**src/rtl/core/stt_pkg.sv**
```systemverilog
// Shared types and constants for the system tick timer.
// Holds the operation and register select codes and the request and response beat layouts.
// No dependencies.
`timescale 1ns / 1ps

package stt_pkg;

   // Fixed field widths of the bus beats
   localparam int DATA_W    = 32;
   localparam int ELAPSED_W = 24;
   localparam int FUNC_W    = 2;
   localparam int SEL_W     = 2;

   // Control register bit positions
   localparam int CTRL_EN_BIT  = 0;
   localparam int CTRL_IE_BIT  = 1;
   localparam int CTRL_CLK_BIT = 2;
   localparam int CTRL_FLAG_BIT = 16;

   // Operation carried by one request beat
   typedef enum logic [FUNC_W-1:0] {
      FUNC_CORE_TICK = 2'd0,
      FUNC_REF_TICK  = 2'd1,
      FUNC_READ      = 2'd2,
      FUNC_WRITE     = 2'd3
   } func_type;

   // Register addressed by a bus access
   typedef enum logic [SEL_W-1:0] {
      REG_CONTROL = 2'd0,
      REG_RELOAD  = 2'd1,
      REG_CURRENT = 2'd2
   } reg_sel_type;

   typedef struct packed {
      logic [FUNC_W-1:0] func;
      logic [SEL_W-1:0]  reg_select;
      logic [DATA_W-1:0] write_data;
   } req_item_type;

   typedef struct packed {
      logic [DATA_W-1:0]    read_data;
      logic                 irq_pulse;
      logic [ELAPSED_W-1:0] elapsed_ticks;
   } rsp_item_type;

endpackage

```
**src/rtl/core/stt_req_if.sv**
```systemverilog
// Request channel of the system tick timer: valid/ready handshake with one request beat.
// Depends on stt_pkg for the field widths.
`timescale 1ns / 1ps

interface stt_req_if
   import stt_pkg::*;
();
   logic              valid;
   logic              ready;
   logic [FUNC_W-1:0] func;
   logic [SEL_W-1:0]  reg_select;
   logic [DATA_W-1:0] write_data;

   modport source (output valid, output func, output reg_select, output write_data,
                   input ready);
   modport sink   (input valid, input func, input reg_select, input write_data,
                   output ready);
endinterface

```
**src/rtl/core/stt_rsp_if.sv**
```systemverilog
// Response channel of the system tick timer: valid/ready handshake with one response beat.
// Depends on stt_pkg for the field widths.
`timescale 1ns / 1ps

interface stt_rsp_if
   import stt_pkg::*;
();
   logic                 valid;
   logic                 ready;
   logic [DATA_W-1:0]    read_data;
   logic                 irq_pulse;
   logic [ELAPSED_W-1:0] elapsed_ticks;

   modport source (output valid, output read_data, output irq_pulse, output elapsed_ticks,
                   input ready);
   modport sink   (input valid, input read_data, input irq_pulse, input elapsed_ticks,
                   output ready);
endinterface

```
**src/rtl/core/stt_timer_core.sv**
```systemverilog
// Timer state and per-beat update: enables, count flag, reload and current value.
// Computes the response for one request beat and commits the new state on step.
// Depends on stt_pkg.
`timescale 1ns / 1ps

module stt_timer_core
   import stt_pkg::*;
#(
   parameter int COUNTER_WIDTH = 24
) (
   input  logic         clock,
   input  logic         reset,
   input  logic         step,
   input  req_item_type item,
   input  logic         single_shot,
   output rsp_item_type result
);

   logic                     en_ff, en_in;
   logic                     ie_ff, ie_in;
   logic                     clk_sel_ff, clk_sel_in;
   logic                     flag_ff, flag_in;
   logic [COUNTER_WIDTH-1:0] reload_ff, reload_in;
   logic [COUNTER_WIDTH-1:0] cur_ff, cur_in;

   logic                     from_core;
   logic [COUNTER_WIDTH-1:0] cnt_dec;
   logic [COUNTER_WIDTH-1:0] elapsed_diff;
   logic [DATA_W-1:0]        rd_data;
   logic                     irq;

   assign from_core = (func_type'(item.func) == FUNC_CORE_TICK);
   assign cnt_dec   = cur_ff - COUNTER_WIDTH'(1);

   // Next state and read data for the beat in the input register
   always_comb begin
      en_in      = en_ff;
      ie_in      = ie_ff;
      clk_sel_in = clk_sel_ff;
      flag_in    = flag_ff;
      reload_in  = reload_ff;
      cur_in     = cur_ff;
      rd_data    = '0;
      irq        = 1'b0;
      case (func_type'(item.func))
         FUNC_CORE_TICK, FUNC_REF_TICK: begin
            // A tick counts only when enabled and from the selected source.
            if (en_ff && (from_core == clk_sel_ff)) begin
               if (cur_ff == '0) begin
                  cur_in = reload_ff;
               end else begin
                  cur_in = cnt_dec;
                  if (cnt_dec == '0) begin
                     flag_in = 1'b1;
                     if (ie_ff) begin
                        irq = 1'b1;
                        // One-shot mode stops and clears the timer when it fires.
                        if (single_shot) begin
                           en_in     = 1'b0;
                           ie_in     = 1'b0;
                           reload_in = '0;
                           cur_in    = '0;
                        end
                     end
                  end
               end
            end
         end
         FUNC_READ: begin
            case (reg_sel_type'(item.reg_select))
               REG_CONTROL: begin
                  rd_data[CTRL_EN_BIT]   = en_ff;
                  rd_data[CTRL_IE_BIT]   = ie_ff;
                  rd_data[CTRL_CLK_BIT]  = clk_sel_ff;
                  rd_data[CTRL_FLAG_BIT] = flag_ff;
                  flag_in                = 1'b0;
               end
               REG_RELOAD:  rd_data = DATA_W'(reload_ff);
               REG_CURRENT: rd_data = DATA_W'(cur_ff);
               default:     rd_data = '0;
            endcase
         end
         FUNC_WRITE: begin
            case (reg_sel_type'(item.reg_select))
               REG_CONTROL: begin
                  en_in      = item.write_data[CTRL_EN_BIT];
                  ie_in      = item.write_data[CTRL_IE_BIT];
                  clk_sel_in = item.write_data[CTRL_CLK_BIT];
               end
               REG_RELOAD: reload_in = item.write_data[COUNTER_WIDTH-1:0];
               REG_CURRENT: begin
                  cur_in  = '0;
                  flag_in = 1'b0;
               end
               default: ;
            endcase
         end
         default: ;
      endcase
   end

   // Elapsed ticks are taken after this beat's update.
   assign elapsed_diff         = reload_in - cur_in;
   assign result.read_data     = rd_data;
   assign result.irq_pulse     = irq;
   assign result.elapsed_ticks = ELAPSED_W'(elapsed_diff);

   // Timer state, committed once per processed beat
   always_ff @(posedge clock) begin
      if (reset) begin
         en_ff      <= 1'b0;
         ie_ff      <= 1'b0;
         clk_sel_ff <= 1'b0;
         flag_ff    <= 1'b0;
         reload_ff  <= '0;
         cur_ff     <= '0;
      end else if (step) begin
         en_ff      <= en_in;
         ie_ff      <= ie_in;
         clk_sel_ff <= clk_sel_in;
         flag_ff    <= flag_in;
         reload_ff  <= reload_in;
         cur_ff     <= cur_in;
      end
   end

`ifndef SYNTHESIS
   a_irq_sets_flag: assert property (@(posedge clock) disable iff (reset)
      step && result.irq_pulse |=> flag_ff)
      else $error("interrupt fired without setting the count flag");

   a_one_shot_clears: assert property (@(posedge clock) disable iff (reset)
      step && result.irq_pulse && single_shot |=> !en_ff && !ie_ff &&
      (reload_ff == '0) && (cur_ff == '0))
      else $error("one-shot firing did not stop and clear the timer");

   a_ctrl_read_clears_flag: assert property (@(posedge clock) disable iff (reset)
      step && (func_type'(item.func) == FUNC_READ) &&
      (reg_sel_type'(item.reg_select) == REG_CONTROL) |=> !flag_ff)
      else $error("control read did not clear the count flag");

   a_hold_without_step: assert property (@(posedge clock) disable iff (reset)
      !step |=> $stable(cur_ff) && $stable(reload_ff) && $stable(flag_ff))
      else $error("timer state changed without a processed beat");
`endif

endmodule

```
**src/rtl/core/system_tick_timer.sv**
```systemverilog
// System tick timer top level: request register, timer core, response register.
// A request beat is registered on accept; its response is registered when it advances.
// Throughput: one beat per cycle while rsp_if.ready holds; state update is combinational.
// Reset (synchronous): clears enables, flag, reload and current value; one-shot mode is set.
// Depends on stt_pkg, stt_req_if, stt_rsp_if and stt_timer_core.
`timescale 1ns / 1ps

module system_tick_timer
   import stt_pkg::*;
#(
   parameter int COUNTER_WIDTH = 24
) (
   input  logic       clock,
   input  logic       reset,
   stt_req_if.sink    req_if,
   stt_rsp_if.source  rsp_if,
   input  logic       csr_wr_en,
   input  logic       csr_wr_data
);

   logic         in_valid_ff, in_valid_in;
   req_item_type in_item_ff;
   logic         out_valid_ff, out_valid_in;
   rsp_item_type out_item_ff;
   logic         single_shot_ff;
   logic         advance;
   logic         req_accept;
   rsp_item_type core_result;

   // Handshake: the held beat moves on when the response register is free or drained.
   assign advance       = in_valid_ff && (!out_valid_ff || rsp_if.ready);
   assign req_if.ready  = !in_valid_ff || advance;
   assign req_accept    = req_if.valid && req_if.ready;
   assign in_valid_in   = req_accept ? 1'b1 : (advance ? 1'b0 : in_valid_ff);
   assign out_valid_in  = advance ? 1'b1 : (rsp_if.ready ? 1'b0 : out_valid_ff);

   stt_timer_core #(
      .COUNTER_WIDTH(COUNTER_WIDTH)
   ) u_core (
      .clock       (clock),
      .reset       (reset),
      .step        (advance),
      .item        (in_item_ff),
      .single_shot (single_shot_ff),
      .result      (core_result)
   );

   // Valid flags and the mode register
   always_ff @(posedge clock) begin
      if (reset) begin
         in_valid_ff    <= 1'b0;
         out_valid_ff   <= 1'b0;
         single_shot_ff <= 1'b1;
      end else begin
         in_valid_ff  <= in_valid_in;
         out_valid_ff <= out_valid_in;
         if (csr_wr_en) begin
            single_shot_ff <= csr_wr_data;
         end
      end
   end

   // Beat payload registers
   always_ff @(posedge clock) begin
      if (req_accept) begin
         in_item_ff.func       <= req_if.func;
         in_item_ff.reg_select <= req_if.reg_select;
         in_item_ff.write_data <= req_if.write_data;
      end
      if (advance) begin
         out_item_ff <= core_result;
      end
   end

   assign rsp_if.valid         = out_valid_ff;
   assign rsp_if.read_data     = out_item_ff.read_data;
   assign rsp_if.irq_pulse     = out_item_ff.irq_pulse;
   assign rsp_if.elapsed_ticks = out_item_ff.elapsed_ticks;

endmodule

```
**src/flat_wrapper.sv**
```systemverilog
// flat-port wrapper written by rule: the top's interface ports become plain ports
module system_tick_timer_flat import stt_pkg::*;
#(
   parameter int COUNTER_WIDTH = 24
)
  (clock, reset, csr_wr_en, csr_wr_data, req_if_valid, req_if_func, req_if_reg_select, req_if_write_data, req_if_ready, rsp_if_valid, rsp_if_read_data, rsp_if_irq_pulse, rsp_if_elapsed_ticks, rsp_if_ready);
  stt_req_if req_if_i ();
  stt_rsp_if rsp_if_i ();
  input  logic clock;
  input  logic reset;
  input  logic csr_wr_en;
  input  logic csr_wr_data;
  input wire logic [$bits(req_if_i.valid)-1:0] req_if_valid;
  input wire logic [$bits(req_if_i.func)-1:0] req_if_func;
  input wire logic [$bits(req_if_i.reg_select)-1:0] req_if_reg_select;
  input wire logic [$bits(req_if_i.write_data)-1:0] req_if_write_data;
  output wire logic [$bits(req_if_i.ready)-1:0] req_if_ready;
  output wire logic [$bits(rsp_if_i.valid)-1:0] rsp_if_valid;
  output wire logic [$bits(rsp_if_i.read_data)-1:0] rsp_if_read_data;
  output wire logic [$bits(rsp_if_i.irq_pulse)-1:0] rsp_if_irq_pulse;
  output wire logic [$bits(rsp_if_i.elapsed_ticks)-1:0] rsp_if_elapsed_ticks;
  input wire logic [$bits(rsp_if_i.ready)-1:0] rsp_if_ready;
  assign req_if_i.valid = req_if_valid;
  assign req_if_i.func = req_if_func;
  assign req_if_i.reg_select = req_if_reg_select;
  assign req_if_i.write_data = req_if_write_data;
  assign req_if_ready = req_if_i.ready;
  assign rsp_if_valid = rsp_if_i.valid;
  assign rsp_if_read_data = rsp_if_i.read_data;
  assign rsp_if_irq_pulse = rsp_if_i.irq_pulse;
  assign rsp_if_elapsed_ticks = rsp_if_i.elapsed_ticks;
  assign rsp_if_i.ready = rsp_if_ready;
  system_tick_timer #(.COUNTER_WIDTH(COUNTER_WIDTH)) u_core (.clock(clock), .reset(reset), .req_if(req_if_i), .rsp_if(rsp_if_i), .csr_wr_en(csr_wr_en), .csr_wr_data(csr_wr_data));
endmodule
```
**config.mk**
```make
export PLATFORM = sky130hd
export DESIGN_NAME = system_tick_timer_flat
export DESIGN_NICKNAME = d
export VERILOG_FILES = /design/src/rtl/core/stt_pkg.sv /design/src/rtl/core/stt_req_if.sv /design/src/rtl/core/stt_rsp_if.sv /design/src/rtl/core/stt_timer_core.sv /design/src/rtl/core/system_tick_timer.sv /design/src/flat_wrapper.sv
export SDC_FILE = /design/constraint.sdc
export NUM_CORES = 1
export LEC_CHECK = 0
export BUFFER_PORTS_ARGS = -buffer_cell sky130_fd_sc_hd__buf_2
export CAP_MARGIN = 0
export CORE_ASPECT_RATIO = 0.9
export CORE_UTILIZATION = 40
export DETAILED_ROUTE_END_ITERATION = 10
export HOLD_SLACK_MARGIN = 0.03
export PLACE_DENSITY = 0.55
export SLEW_MARGIN = 10
export SYNTH_ARGS = -nofsm -noshare
export SYNTH_HDL_FRONTEND = slang
export SYNTH_HIERARCHICAL = 1
export SYNTH_SLANG_ARGS = --single-unit
```
**constraint.sdc**
```tcl
create_clock -name clock -period 5.82 [get_ports clock]
set_input_delay 0.582 -clock clock [delete_from_list [all_inputs] [get_ports clock]]
set_output_delay 0.582 -clock clock [all_outputs]
set_load 0.02 [all_outputs]
```
Word-level counts from Yosys, hierarchy flattened
Cells that the tools add are included.

Input port bits: 42. Register bits: 140. Word-level logic and storage cells: 97.

Bitwise logic cells: 3. Eq/ne operators: 14. Multiplexer cells: 43. $add $sub $neg: 2. Reductions and logical operators: 20.

Operators by type and width (number): $mux 24 (12); $pmux 24 s2 (2); $logic_not 24->1 (2); $pmux 13 s2 (1); $sub 24x1->24 const B (1); $sub 24x24->24 (1); $mux 1 (22); $pmux 7 s2 (1); $ne 2x2->1 const B (6); $reduce_and 6->1 (2); $pmux 3 s3 (1); $reduce_and 8->1 (1); $eq 2x2->1 const B (3); $pmux 1 s3 (2); $reduce_bool 2->1 (3); $eq 2x1->1 const B (2); $logic_not 2->1 (2); $ne 2x1->1 const B (2); $pmux 1 s2 (2); $reduce_or 4->1 (1); $logic_and 1x1->1 (3); $not 1->1 (3); $reduce_and 3->1 (1); $logic_not 1->1 (2); other kinds (3) (4).

Depth between registers and ports, before layout
Depth after elaboration: 8. Mapped depth: 24. Depth with buffers taken out: 22.

Modules after synthesis
The synthesis kept the hierarchy.

By module, submodules not included: stt_timer_core (instances 1, cells an instance 700, area an instance 5013.6 µm²); system_tick_timer (instances 1, cells an instance 106, area an instance 2931.6 µm²).

Least setup slack after synthesis
No wires, ideal clock.

Path type: register to register. From: register u_core.u_core.cur_ff[0]. To: register u_core.out_item_ff (netlist bit u_core/rsp_if.elapsed_ticks[23]) (data pin). Path slack: 868 ps. Arrival time: 4690 ps. Period minus slack after synthesis: 4952 ps. Stages on the path, launching flop included: 22. Setup time: 262 ps. Cell sequence: dfxtp_1 > clkbuf_1 > inv_1 > ha_1 > nand2b_1 > or3_1 > buf_2 > o41a_1 > o32ai_2 > nand4_2 > nor3_4 > clkbuf_1 > nor2_1 > ha_1 > a2111o_1 > o21ai_0 > o31ai_1 > a31oi_1 > a21oi_1 > o21a_1 > a211oi_1 > xnor2_1.

RTL lines: start: declaration (RTL line stt_timer_core.sv:24) `logic [COUNTER_WIDTH-1:0] cur_ff, cur_in;`; start signal: assignment (RTL line stt_timer_core.sv:123) `cur_ff <= cur_in;`; end signal: assignment (RTL line system_tick_timer.sv:71) `out_item_ff <= core_result;`; end: declaration (RTL line system_tick_timer.sv:24) `rsp_item_type out_item_ff;`.

==> qor.yml <==
outcome: "completed"
crit_required_ps: 5990
arrival_ps: 5610
drc: 0
fin_area_sq_mm: 0.00918
tightest_slew_ps: 1300
dp_worst_setup_slack_ps: 333
worstSetupStartpointType: "register"
root_buffer: "clkbuf_16"
cts_max_level: 4
timing.hold.ws_ps: 331
r2r_slack_ps: 380
setup_violations: 0
die_x_um: 148
clock_sink_count: 140
drt-total-wl_um: 20100
clock_skew_ps: 7.30
dr.pass1.iters: 6
fillers: 1764
track_usage_pct: 21.2
rsz0062_at_grt: "no"
cts_buffers: 17
fin_ws_ps: 385
power.density_mw_per_mm2: 292
min_path_cells: 1
hold_start: "req_if_write_data[22]"
clock_path_buffers: 2
worstSetupEndpointType: "register"
dp_cells: 1133
grt-ovfl-total: 0
reg2reg_depth: 23
antenna_found_initial: 0
ant_nets: 0
synthCells: 798
max_freq_mhz: 184
final.setup.tns_ps: 0
hold_class: "input pin to register"
critPathKind: "register to register"
num-nets-final: 979
tritoncts: "built"
place.detailed.hpwl_um: 14000
layoutNonFillerInstCount: 1165
grt_max_degree: 84
portBuffers: 92
clock_latency_ps: 420
antennaDiodeCount: 0
leakage_nw: 3.55
finalPower_mw: 2.68
drv_cap: 0
postCtsHoldBufs: 0
syn_to_final_growth_pct: 19.1
utilization_pct: 49.2
worstPathCellList: "inv_1 -> ha_1 -> nand2b_1 -> or3_1 -> o41a_1 -> o32ai_2 -> nand4_1 -> o21ai_1 -> o21a_1 -> nor2_1 -> a21oi_1 -> ha_1 -> nor2b_1 -> o31a_1 -> o21ai_0 -> buf_4 -> o31ai_1 -> buf_4 -> a31oi_1 -> a21oi_1 -> o21a_1 -> a211oi_1 -> xnor2_1"
vdd_drop_max_mv: 0.192
place.gp.congestion: 0.889
start_util_pct: 41.3
report.final.slew_viol_count: 0
die_area_sq_mm: 0.0198
post-cts-setup-buffers: 0
fin_crit_ps: 5440
die_h_um: 134
max-slew-margin-rel_pct: 13.1
regToRegStartpoint: "u_core/u_core/cur_ff[1]"
num_io_pins: 101
post-route-period-util_pct: 93.4
finalHoldViolCount: 0
row_count: 47
drive_above_1_share_pct: 21.0
coreArea_sq_mm: 0.0186
first_global_vias: 6195
dpl_cell_area_sq_mm: 0.00862
syn_area_per_cell_sq_um: 9.66
critPathMaxFanout: 8
cp_slowest_cell: "or3_1"
crit_start: "u_core/u_core/cur_ff[1]"
viasPerCell: 5.59
drt-initial-drc-count: 655
grt_first_pass_wirelength_um: 32600
routedWlPerCell_um: 17.3
ys_warn_count: 6
netlist_area_sq_mm: 0.00770
num_vias: 6511
clkTransAtPathRegs_ps: 60
cpPeakStageDelay_ps: 470
path summary, 6_finish.rpt:
path / end
max: u_core/rsp_if.elapsed_ticks[23]
min: u_core/in_item_ff[22]
max reg2reg: u_core/rsp_if.elapsed_ticks[23]
min reg2reg: u_core/u_core/reload_ff[14]
flip-flops by register name, summed over array words and instances, names as in the netlist, 24 cells and up:
| signal | flops |
|---|---|
| u_core/u_core/reload_ff | 24 |
| u_core/rsp_if.read_data | 32 |
| u_core/rsp_if.elapsed_ticks | 24 |
| u_core/u_core/cur_ff | 24 |
| u_core/in_item_ff | 28 |
area by class of cell:
cell class                      instances  area [sq um]  share of cell area, %
Sequential cell                       140          3650                   39.8
Timing Repair Buffer                  148           881                   9.60
Clock inverter                         12          98.8                   1.08
Clock buffer                           20           447                   4.87
Tap cell                              245           307                   3.34
Multi-Input combinational cell        580          3710                   40.5
Inverter                               20          75.1                  0.818
per-layer routing:
metal | GRT usage (%) | vias to the layer above | wire length [um]
met5 | 0 | - | 0
met1 | 29.8 | 3129 | 9620
met3 | 4.49 | 22 | 1140
li1 | - | 3154 | -
met4 | 5.50 | 0 | 242
met2 | 33.0 | 206 | 9130
placed cells by master, fill, tap and decap left out, drive strengths merged, types with 9 or more instances in the layout:
master / count
a211oi: 28
a21o: 9
a21oi: 64
a22o: 24
a22oi: 25
buf: 148
clkbuf: 20
dfxtp: 55
edfxtp: 85
ha: 29
inv: 20
mux2i: 23
nand2: 46
nand3: 12
nor2: 118
nor3: 11
nor4: 12
o21a: 10
o21ai: 44
xnor2: 19
worst max-delay path: cells and delay by family (launching register included):
family / cells / cell delay (ps)
xor gates and xnor gates: 1 / 100
and+or+nand+nor: 5 / 1000
AOI/OAI and AO/OA: 12 / 2790
DFF: 1 / 310
adders and majority gates: 2 / 580
buffers and inverters: 3 / 420
power by group:
part	internal [mW]	total, mW	switching (mW)	leakage [nW]
clock network	0.593	1.00	0.411	0.263
registers	1.12	1.16	0.0367	1.25
logic	0.213	0.516	0.302	2.04
what timing repair did:
| item | CTS | global route |
|---|---|---|
| gates resized for setup | 0 | 2 |
| hold endpoints to repair | 0 | 0 |
| endpoints found under the setup margin | 0 | 2 |
Power figures use the tool's default switching activity.
